**config.mk**
```make
export PLATFORM = sky130hd
export DESIGN_NAME = http_chunked_body_decoder_flat
export DESIGN_NICKNAME = d
export VERILOG_FILES = /design/src/sv/hcbd_pkg.sv /design/src/sv/hcbd_if.sv /design/src/sv/hcbd_in_reg.sv /design/src/sv/hcbd_step.sv /design/src/sv/hcbd_out_reg.sv /design/src/sv/http_chunked_body_decoder.sv /design/src/flat_wrapper.sv
export SDC_FILE = /design/constraint.sdc
export NUM_CORES = 1
export LEC_CHECK = 0
export ABC_AREA = 0
export BUFFER_PORTS_ARGS = -buffer_cell sky130_fd_sc_hd__buf_2
export CORE_ASPECT_RATIO = 0.6
export CORE_MARGIN = 2
export CORE_UTILIZATION = 60
export DETAILED_ROUTE_END_ITERATION = 8
export HOLD_SLACK_MARGIN = 0.06
export PLACE_DENSITY = 0.79
export SLEW_MARGIN = 20
export SYNTH_ARGS = -nofsm -noshare
export SYNTH_HDL_FRONTEND = slang
export SYNTH_SLANG_ARGS = --single-unit
```
**constraint.sdc**
```tcl
create_clock -name clock -period 11.8 [get_ports clock]
set_input_delay 1.18 -clock clock [delete_from_list [all_inputs] [get_ports clock]]
set_output_delay 1.18 -clock clock [all_outputs]
set_load 0.1 [all_outputs]
```
**src/sv/hcbd_pkg.sv**
```systemverilog
`timescale 1ns / 1ps
`default_nettype none

package hcbd_pkg;

   localparam int unsigned REQ_TYPE_W = 2;
   localparam int unsigned BYTE_W     = 8;
   localparam int unsigned KIND_W     = 2;
   localparam int unsigned COUNT_W    = 32;
   localparam int unsigned DIGIT_W    = 4;

   localparam logic [COUNT_W-1:0] CAPACITY_RESET = 32'd4096;

   localparam logic [BYTE_W-1:0] CHAR_0  = 8'h30;
   localparam logic [BYTE_W-1:0] CHAR_9  = 8'h39;
   localparam logic [BYTE_W-1:0] CHAR_LA = 8'h61;
   localparam logic [BYTE_W-1:0] CHAR_LF_HEX = 8'h66;
   localparam logic [BYTE_W-1:0] CHAR_UA = 8'h41;
   localparam logic [BYTE_W-1:0] CHAR_UF = 8'h46;
   localparam logic [BYTE_W-1:0] CHAR_CR = 8'h0D;
   localparam logic [BYTE_W-1:0] CHAR_NL = 8'h0A;
   localparam logic [BYTE_W-1:0] HEX_ALPHA_BASE = 8'd10;

   typedef enum logic [REQ_TYPE_W-1:0] {
      REQ_BYTE    = 2'd0,
      REQ_END     = 2'd1,
      REQ_RESTART = 2'd2,
      REQ_UNUSED  = 2'd3
   } req_code_type;

   typedef enum logic [KIND_W-1:0] {
      KIND_BYTE     = 2'd0,
      KIND_COMPLETE = 2'd1,
      KIND_OVERFLOW = 2'd2,
      KIND_EARLY    = 2'd3
   } kind_code_type;

   typedef enum logic [6:0] {
      MODE_SIZE   = 7'b0000001,
      MODE_EXT    = 7'b0000010,
      MODE_DATA   = 7'b0000100,
      MODE_POST   = 7'b0001000,
      MODE_POSTCR = 7'b0010000,
      MODE_DONE   = 7'b0100000,
      MODE_HALT   = 7'b1000000
   } mode_type;

   typedef struct packed {
      logic [REQ_TYPE_W-1:0] req_type;
      logic [BYTE_W-1:0]     data_byte;
   } req_item_type;

   typedef struct packed {
      logic [KIND_W-1:0]  result_kind;
      logic [BYTE_W-1:0]  body_byte;
      logic [COUNT_W-1:0] body_length;
   } rsp_item_type;

   typedef struct packed {
      logic is_hex;
      logic [DIGIT_W-1:0] value;
   } hex_digit_type;

   function automatic hex_digit_type hex_decode(input logic [BYTE_W-1:0] c);
      hex_digit_type d;
      logic [BYTE_W-1:0] v;
      d = '0;
      v = '0;
      if (c >= CHAR_0 && c <= CHAR_9) begin
         d.is_hex = 1'b1;
         v = c - CHAR_0;
      end else if (c >= CHAR_LA && c <= CHAR_LF_HEX) begin
         d.is_hex = 1'b1;
         v = c - CHAR_LA + HEX_ALPHA_BASE;
      end else if (c >= CHAR_UA && c <= CHAR_UF) begin
         d.is_hex = 1'b1;
         v = c - CHAR_UA + HEX_ALPHA_BASE;
      end
      d.value = v[DIGIT_W-1:0];
      return d;
   endfunction

endpackage

`default_nettype wire

```
**src/sv/hcbd_if.sv**
```systemverilog
`timescale 1ns / 1ps
`default_nettype none

interface hcbd_req_if;
   import hcbd_pkg::*;
   logic                  valid;
   logic                  ready;
   logic [REQ_TYPE_W-1:0] req_type;
   logic [BYTE_W-1:0]     data_byte;

   modport source (output valid, output req_type, output data_byte, input ready);
   modport sink   (input valid, input req_type, input data_byte, output ready);
endinterface

interface hcbd_rsp_if;
   import hcbd_pkg::*;
   logic               valid;
   logic               ready;
   logic [KIND_W-1:0]  result_kind;
   logic [BYTE_W-1:0]  body_byte;
   logic [COUNT_W-1:0] body_length;

   modport source (output valid, output result_kind, output body_byte, output body_length,
                   input ready);
   modport sink   (input valid, input result_kind, input body_byte, input body_length,
                   output ready);
endinterface

`default_nettype wire

```
**src/sv/hcbd_in_reg.sv**
```systemverilog
`timescale 1ns / 1ps
`default_nettype none

module hcbd_in_reg (
   input  wire                  clock,
   input  wire                  reset,
   input  wire                  req_valid,
   output logic                 req_ready,
   input  hcbd_pkg::req_item_type req_item,
   input  wire                  out_room,
   output logic                 item_fire,
   output hcbd_pkg::req_item_type item
);
   import hcbd_pkg::*;

   logic         valid_ff;
   logic         valid_in;
   req_item_type item_ff;
   logic         accept;

   assign item_fire = valid_ff && out_room;
   assign req_ready = !valid_ff || item_fire;
   assign accept    = req_valid && req_ready;
   assign item      = item_ff;

   always_comb begin
      valid_in = valid_ff;
      if (accept) begin
         valid_in = 1'b1;
      end else if (item_fire) begin
         valid_in = 1'b0;
      end
   end

   always_ff @(posedge clock) begin
      if (reset) begin
         valid_ff <= 1'b0;
      end else begin
         valid_ff <= valid_in;
      end
   end

   always_ff @(posedge clock) begin
      if (accept) begin
         item_ff <= req_item;
      end
   end

endmodule

`default_nettype wire

```
**src/sv/hcbd_step.sv**
```systemverilog
`timescale 1ns / 1ps
`default_nettype none

module hcbd_step (
   input  wire                       clock,
   input  wire                       reset,
   input  wire                       item_fire,
   input  hcbd_pkg::req_item_type    item,
   input  wire [hcbd_pkg::COUNT_W-1:0] capacity,
   output logic                      res_hit,
   output hcbd_pkg::rsp_item_type    res
);
   import hcbd_pkg::*;

   mode_type           mode_ff, mode_in;
   logic [COUNT_W-1:0] chunk_ff, chunk_in;
   logic [COUNT_W-1:0] left_ff, left_in;
   logic [COUNT_W-1:0] dec_ff, dec_in;
   logic [COUNT_W-1:0] raw_ff, raw_in;
   logic [COUNT_W-1:0] base;
   logic               do_size;
   logic               do_end;
   logic               is_nl;
   logic               is_cr;
   logic               active;
   hex_digit_type      digit;

   assign digit  = hex_decode(item.data_byte);
   assign is_nl  = (item.data_byte == CHAR_NL);
   assign is_cr  = (item.data_byte == CHAR_CR);
   assign active = (mode_ff != MODE_DONE) && (mode_ff != MODE_HALT);

   always_comb begin
      mode_in  = mode_ff;
      chunk_in = chunk_ff;
      left_in  = left_ff;
      dec_in   = dec_ff;
      raw_in   = raw_ff;
      base     = chunk_ff;
      do_size  = 1'b0;
      do_end   = 1'b0;
      res_hit  = 1'b0;
      res      = '0;
      unique case (item.req_type)
         REQ_BYTE: begin
            if (active) begin
               if (raw_ff >= capacity) begin
                  mode_in         = MODE_HALT;
                  res_hit         = 1'b1;
                  res.result_kind = KIND_OVERFLOW;
                  res.body_length = dec_ff;
               end else begin
                  raw_in = raw_ff + 1'b1;
                  unique case (mode_ff)
                     MODE_SIZE: begin
                        do_size = 1'b1;
                     end
                     MODE_EXT: begin
                        do_end = is_nl;
                     end
                     MODE_DATA: begin
                        dec_in  = dec_ff + 1'b1;
                        left_in = left_ff - 1'b1;
                        if (left_ff == COUNT_W'(1)) begin
                           mode_in = MODE_POST;
                        end
                        res_hit         = 1'b1;
                        res.result_kind = KIND_BYTE;
                        res.body_byte   = item.data_byte;
                        res.body_length = dec_ff + 1'b1;
                     end
                     MODE_POST: begin
                        if (is_cr) begin
                           mode_in = MODE_POSTCR;
                        end else begin
                           chunk_in = '0;
                           mode_in  = MODE_SIZE;
                           base     = '0;
                           do_size  = !is_nl;
                        end
                     end
                     MODE_POSTCR: begin
                        chunk_in = '0;
                        mode_in  = MODE_SIZE;
                        base     = '0;
                        do_size  = !is_nl;
                     end
                     default: begin
                        mode_in = MODE_HALT;
                     end
                  endcase
               end
            end
         end
         REQ_END: begin
            if (active) begin
               mode_in         = MODE_HALT;
               res_hit         = 1'b1;
               res.result_kind = KIND_EARLY;
               res.body_length = dec_ff;
            end
         end
         REQ_RESTART: begin
            mode_in  = MODE_SIZE;
            chunk_in = '0;
            left_in  = '0;
            dec_in   = '0;
            raw_in   = '0;
         end
         default: begin
         end
      endcase

      if (do_size) begin
         if (digit.is_hex) begin
            chunk_in = {base[COUNT_W-DIGIT_W-1:0], digit.value};
            mode_in  = MODE_SIZE;
         end else if (is_nl) begin
            do_end = 1'b1;
         end else begin
            mode_in = MODE_EXT;
         end
      end

      if (do_end) begin
         if (base == '0) begin
            mode_in         = MODE_DONE;
            res_hit         = 1'b1;
            res.result_kind = KIND_COMPLETE;
            res.body_length = dec_ff;
         end else begin
            left_in = base;
            mode_in = MODE_DATA;
         end
      end
   end

   always_ff @(posedge clock) begin
      if (reset) begin
         mode_ff  <= MODE_SIZE;
         chunk_ff <= '0;
         left_ff  <= '0;
         dec_ff   <= '0;
         raw_ff   <= '0;
      end else if (item_fire) begin
         mode_ff  <= mode_in;
         chunk_ff <= chunk_in;
         left_ff  <= left_in;
         dec_ff   <= dec_in;
         raw_ff   <= raw_in;
      end
   end

endmodule

`default_nettype wire

```
**src/sv/hcbd_out_reg.sv**
```systemverilog
`timescale 1ns / 1ps
`default_nettype none

module hcbd_out_reg (
   input  wire                    clock,
   input  wire                    reset,
   input  wire                    load,
   input  hcbd_pkg::rsp_item_type res,
   output logic                   out_room,
   output logic                   rsp_valid,
   input  wire                    rsp_ready,
   output hcbd_pkg::rsp_item_type rsp_item
);
   import hcbd_pkg::*;

   logic         valid_ff;
   logic         valid_in;
   rsp_item_type item_ff;

   assign out_room  = !valid_ff || rsp_ready;
   assign rsp_valid = valid_ff;
   assign rsp_item  = item_ff;

   always_comb begin
      valid_in = valid_ff;
      if (load) begin
         valid_in = 1'b1;
      end else if (rsp_ready) begin
         valid_in = 1'b0;
      end
   end

   always_ff @(posedge clock) begin
      if (reset) begin
         valid_ff <= 1'b0;
      end else begin
         valid_ff <= valid_in;
      end
   end

   always_ff @(posedge clock) begin
      if (load) begin
         item_ff <= res;
      end
   end

endmodule

`default_nettype wire

```
**src/sv/http_chunked_body_decoder.sv**
```systemverilog
// Chunked HTTP body decoder, one raw byte per request.
// req_bus (valid/ready): req_type 0 carries data_byte, 1 marks end of stream,
// 2 restarts the body. rsp_bus (valid/ready) returns zero or one result per
// request: a decoded body byte, body complete with its length, raw byte budget
// overflow, or early end of stream. Overflow and early end halt decoding
// until a restart; trailer bytes after completion give nothing.
// csr_wr_en/csr_wr_data set the raw byte budget of one body (reset 4096);
// write it only while the block is idle.
// A request is held in the input register, then decoded into the result
// register, which drives rsp_bus.
// Throughput: one request per cycle while the result register is not
// stalled by rsp_ready; the parser state updates between the two registers.
// Reset clears the valid flags of both registers and the parser state and
// sets the budget back to 4096.
// When rsp_ready is low with a result held, the input register keeps its
// request and req_ready drops once it is full; no result is lost.
`timescale 1ns / 1ps
`default_nettype none

module http_chunked_body_decoder (
   input  wire                         clock,
   input  wire                         reset,
   hcbd_req_if.sink                    req_bus,
   hcbd_rsp_if.source                  rsp_bus,
   input  wire                         csr_wr_en,
   input  wire [hcbd_pkg::COUNT_W-1:0] csr_wr_data
);
   import hcbd_pkg::*;

   logic [COUNT_W-1:0] capacity_ff;
   req_item_type       req_item;
   req_item_type       item;
   rsp_item_type       res;
   rsp_item_type       rsp_item;
   logic               item_fire;
   logic               out_room;
   logic               res_hit;
   logic               rsp_valid;

   always_ff @(posedge clock) begin
      if (reset) begin
         capacity_ff <= CAPACITY_RESET;
      end else if (csr_wr_en) begin
         capacity_ff <= csr_wr_data;
      end
   end

   assign req_item.req_type  = req_bus.req_type;
   assign req_item.data_byte = req_bus.data_byte;

   hcbd_in_reg u_in_reg (
      .clock     (clock),
      .reset     (reset),
      .req_valid (req_bus.valid),
      .req_ready (req_bus.ready),
      .req_item  (req_item),
      .out_room  (out_room),
      .item_fire (item_fire),
      .item      (item)
   );

   hcbd_step u_step (
      .clock     (clock),
      .reset     (reset),
      .item_fire (item_fire),
      .item      (item),
      .capacity  (capacity_ff),
      .res_hit   (res_hit),
      .res       (res)
   );

   hcbd_out_reg u_out_reg (
      .clock     (clock),
      .reset     (reset),
      .load      (item_fire && res_hit),
      .res       (res),
      .out_room  (out_room),
      .rsp_valid (rsp_valid),
      .rsp_ready (rsp_bus.ready),
      .rsp_item  (rsp_item)
   );

   assign rsp_bus.valid       = rsp_valid;
   assign rsp_bus.result_kind = rsp_item.result_kind;
   assign rsp_bus.body_byte   = rsp_item.body_byte;
   assign rsp_bus.body_length = rsp_item.body_length;

endmodule

`default_nettype wire

```
**src/flat_wrapper.sv**
```systemverilog
// flat-port wrapper written by rule: the top's interface ports become plain ports
module http_chunked_body_decoder_flat import hcbd_pkg::*;
  (clock, reset, csr_wr_en, csr_wr_data, req_bus_valid, req_bus_req_type, req_bus_data_byte, req_bus_ready, rsp_bus_valid, rsp_bus_result_kind, rsp_bus_body_byte, rsp_bus_body_length, rsp_bus_ready);
  hcbd_req_if req_bus_i ();
  hcbd_rsp_if rsp_bus_i ();
  input  wire clock;
  input  wire reset;
  input  wire csr_wr_en;
  input  wire [hcbd_pkg::COUNT_W-1:0] csr_wr_data;
  input wire logic [$bits(req_bus_i.valid)-1:0] req_bus_valid;
  input wire logic [$bits(req_bus_i.req_type)-1:0] req_bus_req_type;
  input wire logic [$bits(req_bus_i.data_byte)-1:0] req_bus_data_byte;
  output wire logic [$bits(req_bus_i.ready)-1:0] req_bus_ready;
  output wire logic [$bits(rsp_bus_i.valid)-1:0] rsp_bus_valid;
  output wire logic [$bits(rsp_bus_i.result_kind)-1:0] rsp_bus_result_kind;
  output wire logic [$bits(rsp_bus_i.body_byte)-1:0] rsp_bus_body_byte;
  output wire logic [$bits(rsp_bus_i.body_length)-1:0] rsp_bus_body_length;
  input wire logic [$bits(rsp_bus_i.ready)-1:0] rsp_bus_ready;
  assign req_bus_i.valid = req_bus_valid;
  assign req_bus_i.req_type = req_bus_req_type;
  assign req_bus_i.data_byte = req_bus_data_byte;
  assign req_bus_ready = req_bus_i.ready;
  assign rsp_bus_valid = rsp_bus_i.valid;
  assign rsp_bus_result_kind = rsp_bus_i.result_kind;
  assign rsp_bus_body_byte = rsp_bus_i.body_byte;
  assign rsp_bus_body_length = rsp_bus_i.body_length;
  assign rsp_bus_i.ready = rsp_bus_ready;
  http_chunked_body_decoder u_core (.clock(clock), .reset(reset), .req_bus(req_bus_i), .rsp_bus(rsp_bus_i), .csr_wr_en(csr_wr_en), .csr_wr_data(csr_wr_data));
endmodule
```
## After elaboration in Yosys (flattened, before gate mapping)

Cells that the tools add are included.

- Output and inout bits: 44
- Input bits: 47
- Register bits: 221

- Add/sub/neg operators: 8
- $lt $le $gt $ge: 7
- Muxes and demuxes: 75
- Reductions and logical operators: 21
- Equal/unequal tests: 15
- Bitwise logic cells: 3

Operator list:

| kind | count |
|---|---|
| $mux 32 | 20 |
| $pmux 32 s2 | 6 |
| $add 32x1->32 const B | 2 |
| $mux 7 | 8 |
| $mux 42 | 1 |
| $mux 40 | 1 |
| $eq 32x1->1 const B | 1 |
| $ge 32x32->1 | 1 |
| $logic_not 32->1 | 1 |
| $sub 32x1->32 const B | 1 |
| $pmux 7 s4 | 1 |
| $mux 1 | 24 |
| $pmux 7 s3 | 1 |
| $eq 8x4->1 const B | 2 |
| $ge 8x7->1 const B | 2 |
| $le 8x7->1 const B | 2 |
| $mux 4 | 3 |
| $sub 4x1->4 const B | 3 |
| $add 4x4->4 const B | 2 |
| $ge 8x6->1 const B | 1 |
| $le 8x6->1 const B | 1 |
| $mux 2 | 4 |
| $mux 8 | 1 |
| $eq 7x1->1 const B | 1 |
| 25 further kinds | 39 |

## Logic depth before layout (Yosys ltp)

Gate-level depths: netlist of the first run.

- Word-level depth: 11
- Depth in mapped cells: 12

## Hierarchy

From an unflattened synthesis of the first run, not the netlist that was laid out.

- Cell total of the unflattened synthesis: 1394
- Area total of the unflattened synthesis: 12029.0 µm²

By module, submodules not included:

| module | times used | area each (µm²) | cells an instance |
|---|---|---|---|
| hcbd_step | 1 | 9186.3 | 1228 |
| hcbd_out_reg | 1 | 1307.5 | 46 |
| http_chunked_body_decoder | 1 | 1172.4 | 104 |
| hcbd_in_reg | 1 | 362.8 | 16 |

## Worst setup path after synthesis of the first run

No wires, ideal clock.

- Path type: reg-to-reg
- Start point: register u_core.u_step.raw_ff[0]
- End point: register u_core.u_out_reg.item_ff (netlist bit u_core.u_out_reg.rsp_item[0]) (enable)
- Setup slack: 7.150 ns
- Clock period less this slack: 4.650 ns
- Cell stages (with the launch flop): 13
- Required time: 11.359 ns
- Arrival: 4.208 ns
- Cells stage by stage: dfxtp_1 -> inv_1 -> ha_1 -> nand2b_1 -> a2111oi_0 -> a2111oi_0 -> a211o_1 -> a211oi_2 -> or2_0 -> buf_2 -> buf_4 -> nor2_1 -> nor2_1

- Longest elaborated chain between the ends: 9

RTL lines:

| what | line | RTL |
|---|---|---|
| from (decl) | hcbd_step.sv:19 | `logic [COUNT_W-1:0] raw_ff, raw_in;` |
| from (signal assigned) | hcbd_step.sv:150 | `raw_ff <= raw_in;` |
| $ge 32x32->1 (*) | hcbd_step.sv:47 | `if (raw_ff >= capacity) begin` |
| branches (longest 6 deep; another with $mux 32) | - |  |
| $mux 1 (*) | hcbd_step.sv:125 | `if (do_end) begin` |
| $logic_and 1x1->1 (*) | http_chunked_body_decoder.sv:75 | `.load (item_fire && res_hit),` |
| via u_core.u_out_reg.load | hcbd_out_reg.sv:7 | `input wire load,` |
| to (signal assigned) | hcbd_out_reg.sv:43 | `item_ff <= res;` |
| to (decl) | hcbd_out_reg.sv:18 | `rsp_item_type item_ff;` |

Mark *: on every way through the listed nets, which the timed path passes.
A chain may end at the register's enable or synchronous reset.

## Worst setup path after layout of the first run

- Start point: register u_core.u_step.raw_ff[25]
- End point: register u_core.u_out_reg.item_ff (netlist bit u_core.u_out_reg.rsp_item[30]) (enable)

Same word-level chain as after synthesis.

==> impl_results.md, run 1 <==
- Register area share after synthesis: 41.5%
- Hold Path End: u_core.u_step.left_ff[30]
- Post-synth EDFFs: 52
- Worst path cell trace: ha_1 -> a21oi_1 -> o21ai_0 -> a211oi_1 -> o21bai_1 -> a211oi_2 -> or2_0 -> nor2_1 -> nor2_4 -> buf_16
- Sequential Area: 4940 sq um
- Hold Crit Class: flop to flop
- RSZ-0062 raised after global routing: false
- Met2 Resource Use GR: 42.1%
- Fin. Hold Viols: 0
- Clk pwr share: 43.5%
- Drt via density: 6.70
- Setup TNS Final: 0 ps
- Row count: 39
- CP Class: flop to flop
- H-tree depth: 1
- Sw Pwr: 0.430 mW
- Post-CTS resize count: 0
- Post-route DRC: 21
- Port bufs: 90
- Postcts setup bufs: 0
- Post-synth top area share: 28.4%
- Worst endpoint required time: 12020 ps
- Worst setup SP type: flop
- Multi-input gate area: 6400 sq um
- Pwr dens: 127 nW/um^2
- Vias in the first global route: 10.1k
- Internal power: 1.25 mW
- Hold Path Cell Cnt: 2
- Largest net degree at the start of global routing: 67
- Met3 usage: 13.8%
- Final Critical Period: 5180 ps
- DRT Pass-1 Iters: 9
- Ys flop type: dfxtp_1
- IO Pins: 91
- Max Clock Freq: 193 MHz
- Filler instances: 1579
- Post-DRT Antenna Nets: 0
- Flop pwr share: 47.6%
- Worst reg2reg endpoint: u_core.u_out_reg.rsp_item[30]
- Global Route Usage Sum: 34.0%
- Clk root buf: clkbuf_16
- Die H: 113 um
- Syn nets: 1464
- Post-Syn Area per Cell: 8.66 sq um
- Switching share of power: 25.6%
- Worst-path fanout max: 22
- Initial antenna violation count: 0
- Hold Startpoint: u_core.u_step.left_ff[30]
- Most common cell in the netlist: dfxtp_1
- Pleak: 4.98 nW
- Clk pin slew, worst setup/hold paths: 60 ps
- Ys async rst share: 0%
- Initial Utilization: 62.0%
- Final #Nets: 1507
- Post-layout util: 68.9%
- Final Slew Violations: 0
- Post-synth top cells: 169 x dfxtp_1, 132 x a21oi_1, 119 x nand2_1
- FF-to-FF setup slack: 6620 ps
- Antenna fix cells: 0
- Latest clock arrival within the worst-skew pair: 520 ps
- Clk sinks: 221
- FF+latch count, synth: 221
- Number of hold buffers added after cts: 0
- YS warnings: 0
- Logic pwr share: 8.9%
- Number of CTS-inserted buffers: 22
- Final wirelength: 36.1 mm
- First-pass GRT wire length: 56.1 mm
- Vias: 11.4k
- Most used routing layer: met1
- Violated checks: DRC
- Final period util: 43.9%
- Final setup fails: 0
- Post-DP HPWL: 24.9 mm
- Reg2Reg Depth: 10
- Share of cells above drive strength 1: 12.9%
- Crit-path slowest cell: a211oi_2
- Max Cap Viol: 0
- Critical Path End Type: flop
- Clock skew: 24.3 ps
- Crit-path max cell delay: 970 ps
- Area of the mapped netlist: 11900 sq um
- Placer Congestion: 1.02
- Die area: 21000 sq um
- Top post-synthesis cells by area: dfxtp_1 28%, edfxtp_1 13%, a21oi_1 5.5%
- VDD IR-drop max: 0.107 mV
- Core Region: 19200 sq um
- Cell type with the largest total area after synthesis: dfxtp_1
- Worst relative slew slack: 21.5%
- Layout overhead on the synthesized area: 11.1%
- Routed wire per std cell: 21.2 um
- DRT iter0 DRCs: 1815
- Crit Reg-Reg Startpoint: u_core.u_step.raw_ff[25]
- Die W: 186 um
- Cells after Synth: 1377
- Grt ovf: 0
- Cell variety after synth: 82
- Met1 Usage GRT: 53.2%
- Worst-Margin Slew: 1170 ps
- Status: finished, violations left
- Worst path arrival time: 5400 ps
- Clock buffer depth: 3
- TritonCTS clock tree: yes
[power groups by stage]
stage / Combinational [mW] / Sequential, mW / Clock, mW
2_1_floorplan: 0.0779 / 0.838 / 0
3_3_place_gp: 0.141 / 0.814 / 0
3_5_place_dp: 0.144 / 0.814 / 0
4_1_cts: 0.145 / 0.798 / 0.732
5_1_grt: 0.159 / 0.799 / 0.763
6_report: 0.149 / 0.798 / 0.730
[worst max path at each step]
stage | from | to | cells past startpoint
after CTS | u_core.capacity_ff[27] | u_core.u_out_reg.rsp_item[21] | 11
final | u_core.u_step.raw_ff[25] | u_core.u_out_reg.rsp_item[30] | 10
after detailed placement | u_core.capacity_ff[27] | u_core.u_out_reg.rsp_item[21] | 11
after floorplan | u_core.u_step.raw_ff[0] | u_core.u_out_reg.rsp_item[0] | 12
after global placement | u_core.u_step.raw_ff[19] | u_core.u_out_reg.rsp_item[21] | 9
after global routing | u_core.u_step.raw_ff[25] | u_core.u_out_reg.rsp_item[22] | 10
[registers in the layout (all words and copies together), names as in the netlist, 7 cells and up]
name / cells
u_core.u_step.left_ff: 32
u_core.capacity_ff: 32
u_core.u_step.chunk_ff: 32
u_core.u_in_reg.item: 10
u_core.u_step.dec_ff: 32
u_core.u_out_reg.rsp_item: 42
u_core.u_step.raw_ff: 32
u_core.u_step.mode_ff: 7
[stage by stage]
step | hold WS [ps] | area [sq um] | setup WS (ps) | instances | total power [mW]
CTS | 486 | 13200 | 6880 | 1701 | 1.67
global route | 507 | 13200 | 6410 | 1702 | 1.72
finish | 487 | 13200 | 6620 | 1702 | 1.68
detailed placement | 476 | 12500 | 6870 | 1661 | 0.958
global placement | 467 | 12500 | 6940 | 1660 | 0.954
floorplan | 445 | 11900 | 7150 | 1377 | 0.916
[area by class of cell]
class / instances / area share [%]
Clock buffer: 32 / 4.83
Clock inverter: 8 / 0.728
Tap cell: 266 / 2.51
Multi-Input combinational cell: 1010 / 48.4
Timing Repair Buffer: 108 / 4.59
Inverter: 57 / 1.62
Sequential cell: 221 / 37.4
[metal layers]
| layer | vias up | share of wire, % |
|---|---|---|
| met4 | 2 | 2.3 |
| met3 | 84 | 16 |
| li1 | 5252 | - |
| met5 | - | 0.18 |
| met2 | 789 | 36 |
| met1 | 5281 | 46 |
[critical path, delay by kind of cell (launching register included)]
| family | cells | cell delay, ps |
|---|---|---|
| adder cells (fa/ha/maj) | 1 | 280 |
| AND/OR/NAND/NOR | 3 | 1630 |
| AO/OA/AOI/OAI | 5 | 2300 |
| buffers and inverters | 1 | 240 |
| flip-flops | 1 | 420 |
[placed cells by master (no fill, tap or decap), types with 27 or more instances in the layout]
cell	n
a21o_1	34
a21oi_1	129
a22o_1	34
buf_2	89
dfxtp_1	169
edfxtp_1	52
ha_1	40
inv_1	56
mux2i_1	32
nand2_1	119
nand3_1	46
nor2_1	92
nor3_1	53
nor4_1	27
o21ai_0	71
or3_1	28
[cell families after synthesis]
| logic type | after synthesis | synth area share, % |
|---|---|---|
| multiplexers | 32 | 2.69 |
| AO/OA/AOI/OAI | 440 | 24.5 |
| AND/OR/NAND/NOR | 481 | 20.8 |
| flip-flops | 221 | 41.5 |
| XOR/XNOR | 17 | 1.25 |
| buffers and inverters | 146 | 5.05 |
| adder cells (fa/ha/maj) | 40 | 4.20 |
Note: power is estimated with default switching activity, not from simulation.
==> run 2: changes to the inputs <==
- ABC_AREA: 0 -> 1
- CORE_UTILIZATION: 60 -> 56
- PLACE_DENSITY: 0.79 -> 0.77
- clock period: 11.8 -> 4.3 ns (I/O delays scaled with it)
==> impl_results.md, run 2 <==
- Worst-Margin Slew: 952 ps
- Post-synth top area share: 24.8%
- YS warnings: 0
- Postcts setup bufs: 0
- Internal power: 3.34 mW
- Fin. Hold Viols: 0
- Max Cap Viol: 0
- H-tree depth: 1
- Ys async rst share: 0%
- Top post-synthesis cells by area: dfxtp_1 25%, nand2_1 14%, edfxtp_1 11%
- Clk sinks: 221
- Placer Congestion: 0.994
- Setup TNS Final: 0 ps
- Latest clock arrival within the worst-skew pair: 520 ps
- Clk root buf: clkbuf_16
- DRT iter0 DRCs: 1824
- Post-DP HPWL: 29.0 mm
- Post-route DRC: 0
- Worst relative slew slack: 36.6%
- Routed wire per std cell: 16.9 um
- TritonCTS clock tree: yes
- Most common cell after layout, fill and taps aside: nand2_1
- Row count: 44
- Global Route Usage Sum: 31.1%
- Port bufs: 90
- Layout overhead on the synthesized area: 9.89%
- Syn nets: 2115
- Share of cells above drive strength 1: 8.54%
- FF+latch count, synth: 221
- Clk pwr share: 41.2%
- Logic pwr share: 10.5%
- Final period util: 88.8%
- Number of hold buffers added after cts: 0
- Sw Pwr: 1.24 mW
- Status: complete, no violations
- Pwr dens: 305 nW/um^2
- Max Clock Freq: 262 MHz
- Final Slew Violations: 0
- RSZ-0062 raised after global routing: false
- Final Power: 4.57 mW
- Vias in the first global route: 12.3k
- Post-synth top cells: 506 x nand2_1, 215 x a21oi_1, 202 x inv_1
- VDD IR-drop max: 0.268 mV
- Initial Utilization: 56.7%
- Post-CTS resize count: 0
- Vias: 14.1k
- Filler instances: 2203
- Post-Syn Area per Cell: 6.73 sq um
- Cells after Synth: 2028
- Die H: 125 um
- Worst-path fanout max: 18
- Clk pin slew, worst setup/hold paths: 70 ps
- Core Region: 24100 sq um
- Clock skew: 9.82 ps
- Ys flop type: dfxtp_1
- First-pass GRT wire length: 64.7 mm
- Area of the mapped netlist: 13600 sq um
- Worst setup SP type: flop
- Final Critical Period: 3820 ps
- Critical Path End Type: flop
- Most common cell in the netlist: nand2_1
- Grt ovf: 0
- Drt via density: 5.87
- Post-DRT Antenna Nets: 0
- Flop pwr share: 48.3%
- Post-layout util: 62.3%
- Max reg flops: 42
- Pleak: 6.27 nW
- Cell type with the largest total area after synthesis: dfxtp_1
- Cell variety after synth: 52
- Most frequent cells in the layout: 505 x nand2_1, 215 x a21oi_1, 201 x inv_1
- Clock buffer depth: 3
- Largest net degree at the start of global routing: 80
- Worst endpoint required time: 4740 ps
- Number of CTS-inserted buffers: 22
- Final setup fails: 0
- Switching share of power: 27.0%
- Worst path arrival time: 4260 ps
- DRT Pass-1 Iters: 6
- Die W: 206 um
- Final #Nets: 2156
- Final wirelength: 40.6 mm
- Initial antenna violation count: 1
- Register area share after synthesis: 36.2%
- CP Class: flop to flop
- Die area: 25700 sq um
- Hold Crit Class: primary input to flop
- IO Pins: 91
- Post-synth EDFFs: 52
- Antenna fix cells: 0
run 2: cell types whose count changed after synthesis, moves of 44 or more:
| cell | before | now |
|---|---|---|
| a21oi_1 | 132 | 215 |
| inv_1 | 56 | 202 |
| nand2_1 | 119 | 506 |
| nand3_1 | 46 | 131 |
| nor2_1 | 94 | 176 |
| o21ai_0 | 71 | 168 |
| xor2_1 | 6 | 50 |
run 2: metal layers:
layer  part of all wire [%]  vias up  GRT usage [%]  routed length [um]
met2                     39      782           41.9               15800
met5                  0.032        -              0                  13
li1                       -     6865              -                   -
met3                     13       52           7.38                5140
met1                     47     6423           49.9               19100
met4                    1.2        2           5.25                 481
run 2: final cells by class:
type                       count  area [sq um]  share of cell area (%)
clock buffer                  27           591                    3.94
clock inverter                13          91.3                   0.609
inverter                     212           797                    5.31
multi-input combinational   1497          7520                    50.1
sequential                   221          4940                    33.0
tap                          322           403                    2.69
timing repair buffer         115           653                    4.36
run 2: worst paths after layout:
path | startpoint | end | slack [ps] | cells after the start
worst min register to register | u_core.capacity_ff[28] | u_core.capacity_ff[28] | 460 | 2
worst max-delay path | u_core.u_step.raw_ff[3] | u_core.u_step.dec_ff[28] | 480 | 19
worst min-delay path | req_bus_data_byte[5] | u_core.u_in_reg.item[5] | 80 | 1
worst max register to register | u_core.u_step.raw_ff[3] | u_core.u_step.dec_ff[28] | 480 | 19
run 2: through the flow:
stage               hold slack [ps]  std cells  setup slack (ps)  area [sq um]
floorplan                       433       2028               965         13600
global placement                453       2367               813         14300
detailed placement              456       2367               649         14300
CTS                            75.7       2407               585         15000
global route                   73.4       2407               212         15000
finish                         84.0       2407               480         15000
run 2: cell families after synthesis:
group | Yosys count | share of synthesized area (%)
simple gates | 938 | 29.2
compound gates | 464 | 18.5
buf+inv | 310 | 8.88
flops | 221 | 36.2
xor+xnor | 55 | 3.53
fa+ha+maj | 40 | 3.67
run 2: power by group through the flow:
stage               combinational (mW)  sequential, mW  clock [mW]
floorplan                        0.294            2.29           0
global placement                 0.455            2.25           0
detailed placement               0.468            2.25           0
CTS                              0.470            2.21        1.90
global route                     0.528            2.21        1.99
finish                           0.479            2.21        1.88
run 2: worst max-delay path, stage by stage, from the launching register on:
cell	delay, ps
dfxtp_1	460
ha_1	290
nand2_1	80
inv_1	50
nand2_1	60
nand2_1	90
nand2_1	90
nand2_1	50
nand2_1	50
nand2_1	110
nand2_1	160
nand2_2	90
buf_4	220
o21ai_1	170
nand2_1	280
a21oi_2	520
nand2_1	320
inv_1	350
nand3_1	140
a21oi_1	160
